--- src/rtl/core/dvru_ram.sv ---
// Generic single-port-write, single-port-read RAM with a registered read.
module dvru_ram #(
    parameter int WIDTH = 16,
    parameter int DEPTH = 16
) (
    input  logic                                   clk,
    input  logic                                   we,
    input  logic [((DEPTH > 1) ? $clog2(DEPTH) : 1)-1:0] waddr,
    input  logic [WIDTH-1:0]                       wdata,
    input  logic [((DEPTH > 1) ? $clog2(DEPTH) : 1)-1:0] raddr,
    output logic [WIDTH-1:0]                       rdata
);

    logic [WIDTH-1:0] mem [DEPTH];
    logic [WIDTH-1:0] rdata_reg;

    always_ff @(posedge clk)
    begin
        if (we)
        begin
            mem[waddr] <= wdata;
        end
        rdata_reg <= mem[raddr];
    end

    assign rdata = rdata_reg;

endmodule

--- config.mk ---
export PLATFORM = sky130hd
export DESIGN_NAME = dvru_ram
export DESIGN_NICKNAME = d
export VERILOG_FILES = /design/src/rtl/core/dvru_ram.sv
export SDC_FILE = /design/constraint.sdc
export NUM_CORES = 1
export LEC_CHECK = 0
export BUFFER_PORTS_ARGS = -buffer_cell sky130_fd_sc_hd__buf_2
export CAP_MARGIN = 20
export CORE_MARGIN = 5
export CORE_UTILIZATION = 65
export DETAILED_ROUTE_END_ITERATION = 8
export PLACE_DENSITY = 0.83
export SLEW_MARGIN = 30
export SYNTH_ARGS = -nofsm -noshare
export SYNTH_HDL_FRONTEND = slang
export SYNTH_SLANG_ARGS = --single-unit
--- constraint.sdc ---
create_clock -name clk -period 5.7 [get_ports clk]
set_clock_uncertainty 0.05 [all_clocks]
set_input_delay 0.285 -clock clk [delete_from_list [all_inputs] [get_ports clk]]
set_output_delay 0.285 -clock clk [all_outputs]
set_load 0.01 [all_outputs]
# After elaboration in Yosys (flattened, before gate mapping)

Memory sizes are Yosys's and may differ from the RTL's. A register that Yosys moved wholly into a read port is not among the register bits.
Cells that the tools add are included.

Register bits after elaboration: 0
Latch bits: 0
RAM bits: 256
ROM bits: 0
Bits of input ports: 26
Output and inout port bits: 16
Logic and storage cells: 3
Memories: 1

Memories:

| name | words | width | read ports | clocked after memory_dff | write ports | line | RTL |
|---|---|---|---|---|---|---|---|
| mem  | 16    | 16    | 1          | 1                        | 1           | 14   | `logic [WIDTH-1:0] mem [DEPTH];` |

Add/subtract/negate cells: 0
Multiply operators: 0
Div/mod/pow operators: 0
$lt $le $gt $ge: 0
Eq/ne operators: 0
Shift operators: 0
Muxes and demuxes: 2
Bitwise operators: 0
Reductions and logical operators: 0

Operators by type and width:

| kind              | number |
|---|---|
| two-way mux 1 bit | 2 |

# Longest topological paths before layout

Gate-level depths: netlist (run 1).

Word-level depth: 2
Mapped depth: 5
Gate-level depth less buffers: 3

# Worst setup path after synthesis (run 1)

No wires, ideal clock.

Path type: input to register
Start: in waddr[2] (netlist bit)
End: mem mem[0][0] (enable)
Data arrival time: 1,931 ps
Path slack: 3,310 ps
Stages: 2
Buffers on the path: 0
Path through: or3b_2 > nor3_1

RTL lines:

| what            | line | RTL |
|---|---|---|
| start, declared | 8    | `input logic [((DEPTH > 1) ? $clog2(DEPTH) : 1)-1:0] waddr,` |
| end, declared   | 14   |  |

Straight into the memory's write port.

==> impl_metrics.env, run 1 <==
export IMPL_setup_tns_ps=0
export IMPL_fp_dieArea_sq_um=18000
export IMPL_power_per_cell_area_nw_per_um2=359
export IMPL_grt_antenna_before_repair=0
export IMPL_first_drt_pass_iteration_count=5
export IMPL_gr_usage_all_layers_pct=24.1
export IMPL_cts_root_buf="sky130_fd_sc_hd__clkbuf_16"
export IMPL_syn_to_final_growth_pct=13.3
export IMPL_start_kind="primary input"
export IMPL_synthesized_nets=458
export IMPL_power_static_leakage_nw=3.72
export IMPL_worstPathMaxFanout=43
export IMPL_die_ht_microns=134
export IMPL_grt_pass1_vias=4921
export IMPL_outcome="finished clean"
export IMPL_crit_arrival_ps=2410
export IMPL_synth_area_sq_um=10000
export IMPL_netlist_instances=432
export IMPL_grt_setup_unrepaired="false"
export IMPL_yosys_warnings=0
export IMPL_report_final_slew_viol_count=0
export IMPL_floorplan_initialDensity_pct=66.1
export IMPL_yosys_top_cells_area="sky130_fd_sc_hd__edfxtp_1 (77%), sky130_fd_sc_hd__mux4_2 (12%), sky130_fd_sc_hd__dfxtp_1 (3.2%)"
export IMPL_antenna_diodes=0
export IMPL_placed_cell_area_sq_um=10600
export IMPL_final_period_utilization_pct=36.0
export IMPL_most_common_cell_after_layout_fill_and_taps_aside="sky130_fd_sc_hd__edfxtp_1"
export IMPL_final_hold_violations=0
export IMPL_grt_first_pass_wirelength_microns=31500
export IMPL_io_buffers=41
export IMPL_totalWireLength_microns=20600
export IMPL_core_area_sq_um=15200
export IMPL_largest_register_ff_count=256
export IMPL_cts_tree="done"
export IMPL_dp_worst_setup_slack_ps=3110
export IMPL_vias=4687
export IMPL_path_class="in -> reg"
export IMPL_clk_pin_slew_ps=60
export IMPL_fin_ws_ps=3650
export IMPL_cts_sinks=272
export IMPL_layout_common_cells="sky130_fd_sc_hd__edfxtp_1 (256), sky130_fd_sc_hd__mux4_2 (54), sky130_fd_sc_hd__buf_2 (40)"
export IMPL_clock_path_buffers=3
export IMPL_wl_per_cell_microns=29.4
export IMPL_grt_max_degree=65
export IMPL_post_synth_top_area_cell="sky130_fd_sc_hd__edfxtp_1"
export IMPL_layout_min_cycle_time_ps=2050
export IMPL_worst_ir_drop_vdd_uv=283
export IMPL_design_portCount=42
export IMPL_detailed_place_hpwl_microns=10600
export IMPL_post_route_cells_drive_above_1_share_pct=32.4
export IMPL_max_clock_freq_mhz=487
export IMPL_cp_data_required_time_ps=6050
export IMPL_min_delay_path_class="in -> reg"
export IMPL_drt_iter0_markers=432
export IMPL_postCtsSetupBuffers=0
export IMPL_clock_latency_ps=520
export IMPL_gp_congestion=0.740
export IMPL_setup_crit_end_kind="flop"
export IMPL_cts_max_level=1
export IMPL_drv_max_cap_violation_count=0
export IMPL_slew_of_the_pin_with_the_lowest_slew_margin_ps=956
export IMPL_post_synthesis_register_bit_count=272
export IMPL_drc=0
export IMPL_postCtsResizedCells=0
export IMPL_ys_seq_area_share_pct=79.7
export IMPL_top_area_cell_type_share_of_the_netlist_area_pct=76.5
export IMPL_layout_nets=520
export IMPL_post_synth_num_cell_types=19
export IMPL_worst_slew_margin_rel_pct=36.3
export IMPL_cts_hold_buf=0
export IMPL_post_route_cell_area_sq_um=11400
export IMPL_setup_viol=0
export IMPL_fp_row_count=45
export IMPL_grt_overflow_total=0
export IMPL_syn_mean_instance_area_sq_um=23.2
export IMPL_chip_width_microns=134
export IMPL_cts_buffers_inserted=25
export IMPL_route_detailed_vias_per_inst=6.69
export IMPL_detail_route_antenna_nets=0
[report_power, final]
part | switching, W | internal [W]
Sequential | 0.0000144 | 0.00224
Combinational | 0.000117 | 0.0000807
Clock | 0.000678 | 0.000961
Total | 0.000810 | 0.00328
[kinds of logic (layout without fill, tap and decap cells)]
| family | Yosys count | in the layout | synth area share, % |
|---|---|---|---|
| compound gates | 32 | 32 | 2.39 |
| buf+inv | 21 | 102 | 1.23 |
| flops | 272 | 272 | 79.7 |
| mux | 64 | 64 | 14.7 |
| simple gates | 43 | 43 | 1.92 |
[cell usage after synthesis (all sizes together)]
cell type / n
and2: 1
clkbuf: 8
nor3: 4
nand3b: 2
or3b: 1
nand2b: 2
nor2b: 2
edfxtp: 256
buf: 13
nand2: 17
nor2: 13
nand3: 1
a22oi: 32
dfxtp: 16
mux4: 64
[critical path: stages]
cell                      delay (ps)
sky130_fd_sc_hd__buf_4           620
sky130_fd_sc_hd__buf_4           530
sky130_fd_sc_hd__mux4_1          610
sky130_fd_sc_hd__a22oi_1         240
sky130_fd_sc_hd__nand2_1          90
[worst paths after layout]
kind / slack, ps / cells past startpoint / end / from
worst max-delay path: 3650 / 5 / rdata[1] / raddr[0]
worst min-delay path: 80 / 1 / mem[10][6] / wdata[6]
worst max register to register: 4250 / 3 / rdata[12] / mem[3][12]
worst min register to register: 620 / 3 / rdata[3] / mem[14][3]
[per-stage QoR]
step	utilization (%)	power (W)	std cells	hold WS, ps
4_1_cts	74.8	0.00411	701	65.8
3_3_place_gp	69.2	0.00247	655	593
3_5_place_dp	69.4	0.00249	655	607
2_1_floorplan	-	0.00240	432	334
5_1_grt	74.8	0.00423	701	76.2
6_report	74.8	0.00409	701	82.7
[cell type report]
type / instances / area [sq um]
tap: 188 / 235
clock inverter: 12 / 110
sequential: 272 / 8010
multi-input combinational: 139 / 1990
clock buffer: 34 / 709
fill: 771 / 3830
timing repair buffer: 56 / 320
[per-layer routing]
| layer | track usage [%] | vias to the layer above | wire length (microns) |
|---|---|---|---|
| met5 | 0 | - | 0 |
| met4 | 6.00 | 0 | 376 |
| met3 | 4.28 | 32 | 1510 |
| met2 | 42.2 | 211 | 11200 |
| met1 | 32.1 | 2480 | 7570 |
| li1 | - | 1964 | - |
Note: power is estimated with default switching activity, not from simulation.
==> inputs of run 2 (changes only) <==
--- a/config.mk
+++ b/config.mk
@@ -8,9 +8,9 @@
 export BUFFER_PORTS_ARGS = -buffer_cell sky130_fd_sc_hd__buf_2
 export CAP_MARGIN = 20
 export CORE_MARGIN = 5
-export CORE_UTILIZATION = 65
+export CORE_UTILIZATION = 55
 export DETAILED_ROUTE_END_ITERATION = 8
-export PLACE_DENSITY = 0.83
+export PLACE_DENSITY = 0.75
 export SLEW_MARGIN = 30
 export SYNTH_ARGS = -nofsm -noshare
 export SYNTH_HDL_FRONTEND = slang
==> constraint.sdc (replaced) <==
create_clock -name clk -period 1.7 [get_ports clk]
set_clock_uncertainty 0.05 [all_clocks]
set_input_delay 0.085 -clock clk [delete_from_list [all_inputs] [get_ports clk]]
set_output_delay 0.085 -clock clk [all_outputs]
set_load 0.01 [all_outputs]
==> run 2 against run 1 <==
Net effect: count of clock-buffer cells in the layout increased by 6; first-iteration DRC count is 4.4% higher; combinational power increased to 3.7 times the previous value; register-to-register slack lost 4000 ps; critical endpoint is now rdata[8].
==> impl_metrics.env, run 2 (synthesis results as in run 1) <==
export IMPL_crit_path_cell_trace="mux4_2 -> a22oi_1 -> nand2_1"
export IMPL_fp_row_count=49
export IMPL_floorplan_initialDensity_pct=55.9
export IMPL_drc=0
export IMPL_grt_antenna_before_repair=0
export IMPL_clock_path_buffers=3
export IMPL_start_kind="flop"
export IMPL_post_route_cell_area_sq_um=12100
export IMPL_largest_register_ff_count=256
export IMPL_core_area_sq_um=18000
export IMPL_max_clock_freq_mhz=674
export IMPL_fp_dieArea_sq_um=21100
export IMPL_placed_cell_area_sq_um=10900
export IMPL_gp_congestion=0.746
export IMPL_crit_slowest_cell="sky130_fd_sc_hd__mux4_2"
export IMPL_cts_sinks=272
export IMPL_cts_tree="done"
export IMPL_fill_cells=1107
export IMPL_netSwitchingPower_w=0.00284
export IMPL_power_per_cell_area_nw_per_um2=1250
export IMPL_worst_slew_margin_rel_pct=60.6
export IMPL_layout_min_cycle_time_ps=1480
export IMPL_min_delay_path_class="in -> reg"
export IMPL_postCtsSetupBuffers=0
export IMPL_vias=4812
export IMPL_cts_max_level=1
export IMPL_setup_viol=0
export IMPL_drv_max_cap_violation_count=0
export IMPL_finish_cell_count_without_fillers=780
export IMPL_placed_cell_count=712
export IMPL_clock_latency_ps=530
export IMPL_clk_pin_slew_ps=60
export IMPL_antenna_diodes=0
export IMPL_cts_buffers_inserted=28
export IMPL_final_core_utilization_pct=67.5
export IMPL_detailed_place_hpwl_microns=11400
export IMPL_most_common_cell_after_layout_fill_and_taps_aside="sky130_fd_sc_hd__edfxtp_1"
export IMPL_grt_overflow_total=0
export IMPL_wl_per_cell_microns=26.4
export IMPL_chip_width_microns=145
export IMPL_grt_first_pass_wirelength_microns=31700
export IMPL_grt_max_degree=33
export IMPL_io_buffers=41
export IMPL_grt_pass1_vias=5141
export IMPL_first_drt_pass_iteration_count=5
export IMPL_path_class="reg -> reg"
export IMPL_worstPathMaxFanout=1
export IMPL_power_frac_comb_pct=4.8
export IMPL_p_int_w=0.0123
export IMPL_drt_iter0_markers=451
export IMPL_report_final_slew_viol_count=0
export IMPL_setup_crit_end_kind="flop"
export IMPL_layout_common_cells="sky130_fd_sc_hd__edfxtp_1 (256), sky130_fd_sc_hd__mux4_2 (54), sky130_fd_sc_hd__buf_2 (40)"
export IMPL_design_portCount=42
export IMPL_syn_to_final_growth_pct=20.8
export IMPL_p_clk_share_pct=45.3
export IMPL_outcome="finished clean"
export IMPL_setup_tns_ps=0
export IMPL_power_frac_seq_pct=49.8
export IMPL_worst_ir_drop_vdd_uv=958
export IMPL_slowest_delay_ps=500
export IMPL_grt_setup_unrepaired="false"
export IMPL_final_hold_violations=0
export IMPL_totalWireLength_microns=20600
export IMPL_gr_usage_all_layers_pct=19.8
export IMPL_post_route_cells_drive_above_1_share_pct=34.1
export IMPL_detail_route_antenna_nets=0
export IMPL_cp_data_required_time_ps=2050
export IMPL_route_detailed_vias_per_inst=6.17
export IMPL_power_static_leakage_nw=4.03
export IMPL_crit_arrival_ps=1830
export IMPL_cts_root_buf="sky130_fd_sc_hd__clkbuf_16"
export IMPL_layout_nets=555
export IMPL_slew_of_the_pin_with_the_lowest_slew_margin_ps=591
export IMPL_die_ht_microns=145
export IMPL_final_period_utilization_pct=87.3
export IMPL_swShare_pct=18.8
-- run 2: cell count changes in the layout (fill, tap and decap cells not counted), sizes merged --
cell,before,now
bufinv,2,8
clkbuf,34,40
clkinvlp,0,2
dlygate4sd3,0,16
buf,56,72
clkinv,9,1
-- run 2: layout make-up --
class / count / area, sq um / area share, %
clock buffer: 40 / 797 / 6.57
sequential: 272 / 8010 / 66.0
tap: 229 / 287 / 2.36
clock inverter: 12 / 269 / 2.22
timing repair buffer: 88 / 788 / 6.50
multi-input combinational: 139 / 1980 / 16.3
-- run 2: path summary, 6_finish.rpt --
kind,start,endpoint,slack [ps],cells after the start
setup / recovery,mem[1][8],rdata[8],220,3
setup reg to reg,mem[1][8],rdata[8],220,3
hold / removal,waddr[1],mem[0][11],140,3
hold reg to reg,mem[14][11],rdata[11],630,3
-- run 2: repair_timing --
| item | 4_1_cts | 5_1_grt |
|---|---|---|
| endpoints found under the hold margin | 256 | 0 |
| hold buffers | 16 | 0 |
| resized for setup | 0 | 0 |
-- run 2: power by group through the flow --
stage / sequential (W) / clock (W) / combinational [W]
floorplan: 0.00769 / 0 / 0.000367
global placement: 0.00767 / 0 / 0.000682
detailed placement: 0.00768 / 0 / 0.000705
CTS: 0.00755 / 0.00697 / 0.000744
global route: 0.00755 / 0.00730 / 0.000791
finish: 0.00754 / 0.00686 / 0.000733
-- run 2: per-stage QoR --
step                power [W]  setup WS [ps]  hold WS, ps
floorplan             0.00806          -70.0          134
global placement      0.00836            200          391
global route           0.0156            184          139
finish                 0.0151            216          141
detailed placement    0.00839            161          413
CTS                    0.0153            209          129
-- run 2: layer usage --
metal | GRT usage [%] | routed length, microns | vias to the layer above
met4 | 3.64 | 346 | 0
met2 | 32.3 | 10200 | 233
li1 | - | - | 2034
met1 | 28.2 | 8400 | 2517
met5 | 0 | 0 | -
met3 | 4.90 | 1700 | 28
-- run 2: worst max-delay path: cells and delay by family (launching register included) --
kind	cells	cell delay (ps)
flops	1	410
simple gates	1	110
compound gates	1	290
mux	1	500
==> inputs of run 3 (changes only) <==
--- a/config.mk
+++ b/config.mk
@@ -9,6 +9,7 @@
 export CAP_MARGIN = 20
 export CORE_MARGIN = 5
 export CORE_UTILIZATION = 55
+export CTS_BUF_LIST = sky130_fd_sc_hd__clkbuf_16
 export DETAILED_ROUTE_END_ITERATION = 8
 export PLACE_DENSITY = 0.75
 export SLEW_MARGIN = 30
==> run 3 against run 2 <==
Net effect: fmax up 1.9%; critical path depth unchanged; largest power group unchanged; via count about the same; critical endpoint unchanged.
==> impl_metrics.env, run 3 (synthesis results as in run 1) <==
export IMPL_outcome="finished clean"
export IMPL_post_route_cells_drive_above_1_share_pct=33.6
export IMPL_cts_buffers_inserted=28
export IMPL_global_route_hottest_layer="met2"
export IMPL_placed_cell_count=712
export IMPL_largest_register_ff_count=256
export IMPL_cts_max_level=1
export IMPL_route_detailed_vias_per_inst=6.17
export IMPL_detailed_place_hpwl_microns=11400
export IMPL_power_per_cell_area_nw_per_um2=1240
export IMPL_layout_common_cells="sky130_fd_sc_hd__edfxtp_1 (256), sky130_fd_sc_hd__mux4_2 (54), sky130_fd_sc_hd__buf_2 (40)"
export IMPL_floorplan_initialDensity_pct=55.9
export IMPL_gp_congestion=0.746
export IMPL_antenna_diodes=0
export IMPL_wl_per_cell_microns=26.6
export IMPL_crit_end="rdata[8]"
export IMPL_grt_first_pass_wirelength_microns=31600
export IMPL_grt_antenna_before_repair=0
export IMPL_fin_ws_ps=244
export IMPL_layout_min_cycle_time_ps=1460
export IMPL_met1_usage_pct=28.2
export IMPL_crit_reg2reg_launch="mem[1][8]"
export IMPL_finish_cell_count_without_fillers=780
export IMPL_report_final_slew_viol_count=0
export IMPL_setup_viol=0
export IMPL_final_hold_violations=0
export IMPL_fp_dieArea_sq_um=21100
export IMPL_cts_tree="done"
export IMPL_cts_root_buf="sky130_fd_sc_hd__clkbuf_16"
export IMPL_layout_nets=555
export IMPL_design_portCount=42
export IMPL_worstPathMaxFanout=1
export IMPL_most_common_cell_after_layout_fill_and_taps_aside="sky130_fd_sc_hd__edfxtp_1"
export IMPL_grt_setup_unrepaired="false"
export IMPL_power_static_leakage_nw=4.05
export IMPL_clock_path_buffers=3
export IMPL_fp_row_count=49
export IMPL_met2_usage_pct=32.3
export IMPL_grt_max_degree=33
export IMPL_max_clock_freq_mhz=687
export IMPL_slew_of_the_pin_with_the_lowest_slew_margin_ps=572
export IMPL_die_ht_microns=145
export IMPL_crit_arrival_ps=1810
export IMPL_detail_route_antenna_nets=0
export IMPL_drt_iter0_markers=438
export IMPL_setup_crit_end_kind="flop"
export IMPL_grt_pass1_vias=5096
export IMPL_postCtsSetupBuffers=0
export IMPL_drc=0
export IMPL_worst_ir_drop_vdd_uv=960
export IMPL_grt_overflow_total=0
export IMPL_syn_to_final_growth_pct=20.5
export IMPL_totalWireLength_microns=20700
export IMPL_drv_max_cap_violation_count=0
export IMPL_final_period_utilization_pct=85.6
export IMPL_io_buffers=41
export IMPL_cp_startpoint="mem[1][8]"
export IMPL_regToRegEndpoint="rdata[8]"
export IMPL_setup_slack_on_the_worst_flop_to_flop_path_ps=240
export IMPL_cts_sinks=272
export IMPL_clock_latency_ps=520
export IMPL_gr_usage_all_layers_pct=19.9
export IMPL_cp_data_required_time_ps=2050
export IMPL_reg2reg_depth=3
export IMPL_vias=4811
export IMPL_final_core_utilization_pct=67.4
export IMPL_first_drt_pass_iteration_count=5
export IMPL_dp_worst_setup_slack_ps=161
export IMPL_worst_hold_slack_ps=146
export IMPL_min_delay_path_class="in -> reg"
export IMPL_chip_width_microns=145
export IMPL_grt_use_met3_pct=4.77
export IMPL_p_total_w=0.0149
export IMPL_worst_slew_margin_rel_pct=61.9
export IMPL_clk_pin_slew_ps=60
export IMPL_start_kind="flop"
export IMPL_path_class="reg -> reg"
export IMPL_core_area_sq_um=18000
[run 3: cell count changes in the layout (fill, tap and decap cells not counted), sizes merged]
| cell | delta |
|---|---|
| inv | +8 |
| clkinv | +3 |
| clkbuf | -11 |
[run 3: worst max-delay path, stage by stage (launching register included)]
cell and delay (ps):
sky130_fd_sc_hd__edfxtp_1 410, sky130_fd_sc_hd__mux4_2 500, sky130_fd_sc_hd__a22oi_1 270, sky130_fd_sc_hd__nand2_1 110
[run 3: report_power, final]
group	internal [W]	switching, W	total (W)
combinational	0.000329	0.000405	0.000734
sequential	0.00750	0.0000472	0.00754
clock	0.00429	0.00238	0.00667
total	0.0121	0.00283	0.0149
[run 3: worst min-delay path by stage]
stage | start | endpoint | slack (ps) | cells after the start
floorplan | wdata[0] | mem[0][0] | 130 | 0
global placement | wdata[7] | mem[10][7] | 390 | 1
detailed placement | wdata[13] | mem[12][13] | 410 | 1
CTS | waddr[0] | mem[0][13] | 130 | 3
global route | waddr[0] | mem[0][13] | 140 | 3
finish | waddr[1] | mem[0][11] | 150 | 3
[run 3: metrics by stage]
| stage | setup TNS, ps | cell area (sq um) |
|---|---|---|
| floorplan | -3360 | 10100 |
| finish | 0 | 12100 |
| detailed placement | 0 | 10900 |
| CTS | 0 | 12100 |
| global route | 0 | 12100 |
| global placement | 0 | 10900 |
[run 3: layout make-up]
| type | count | area, sq um |
|---|---|---|
| flip-flops and latches | 272 | 8010 |
| multi-input cells | 139 | 1980 |
| clock buffers | 29 | 726 |
| clock inverters | 23 | 310 |
| repair buffers | 88 | 788 |
| fillers | 1115 | 5860 |
| well taps | 229 | 287 |
[run 3: per-layer routing]
layer,vias up,wire length [microns],part of all wire [%]
li1,2037,-,-
met1,2501,8390,40
met2,242,10300,49
met3,31,1730,8.3
met4,0,366,1.8
met5,-,0,0
[run 3: repair_timing]
action	CTS	global route
endpoints found under the hold margin	256	0
hold buffers	16	0
gates resized for setup	0	0
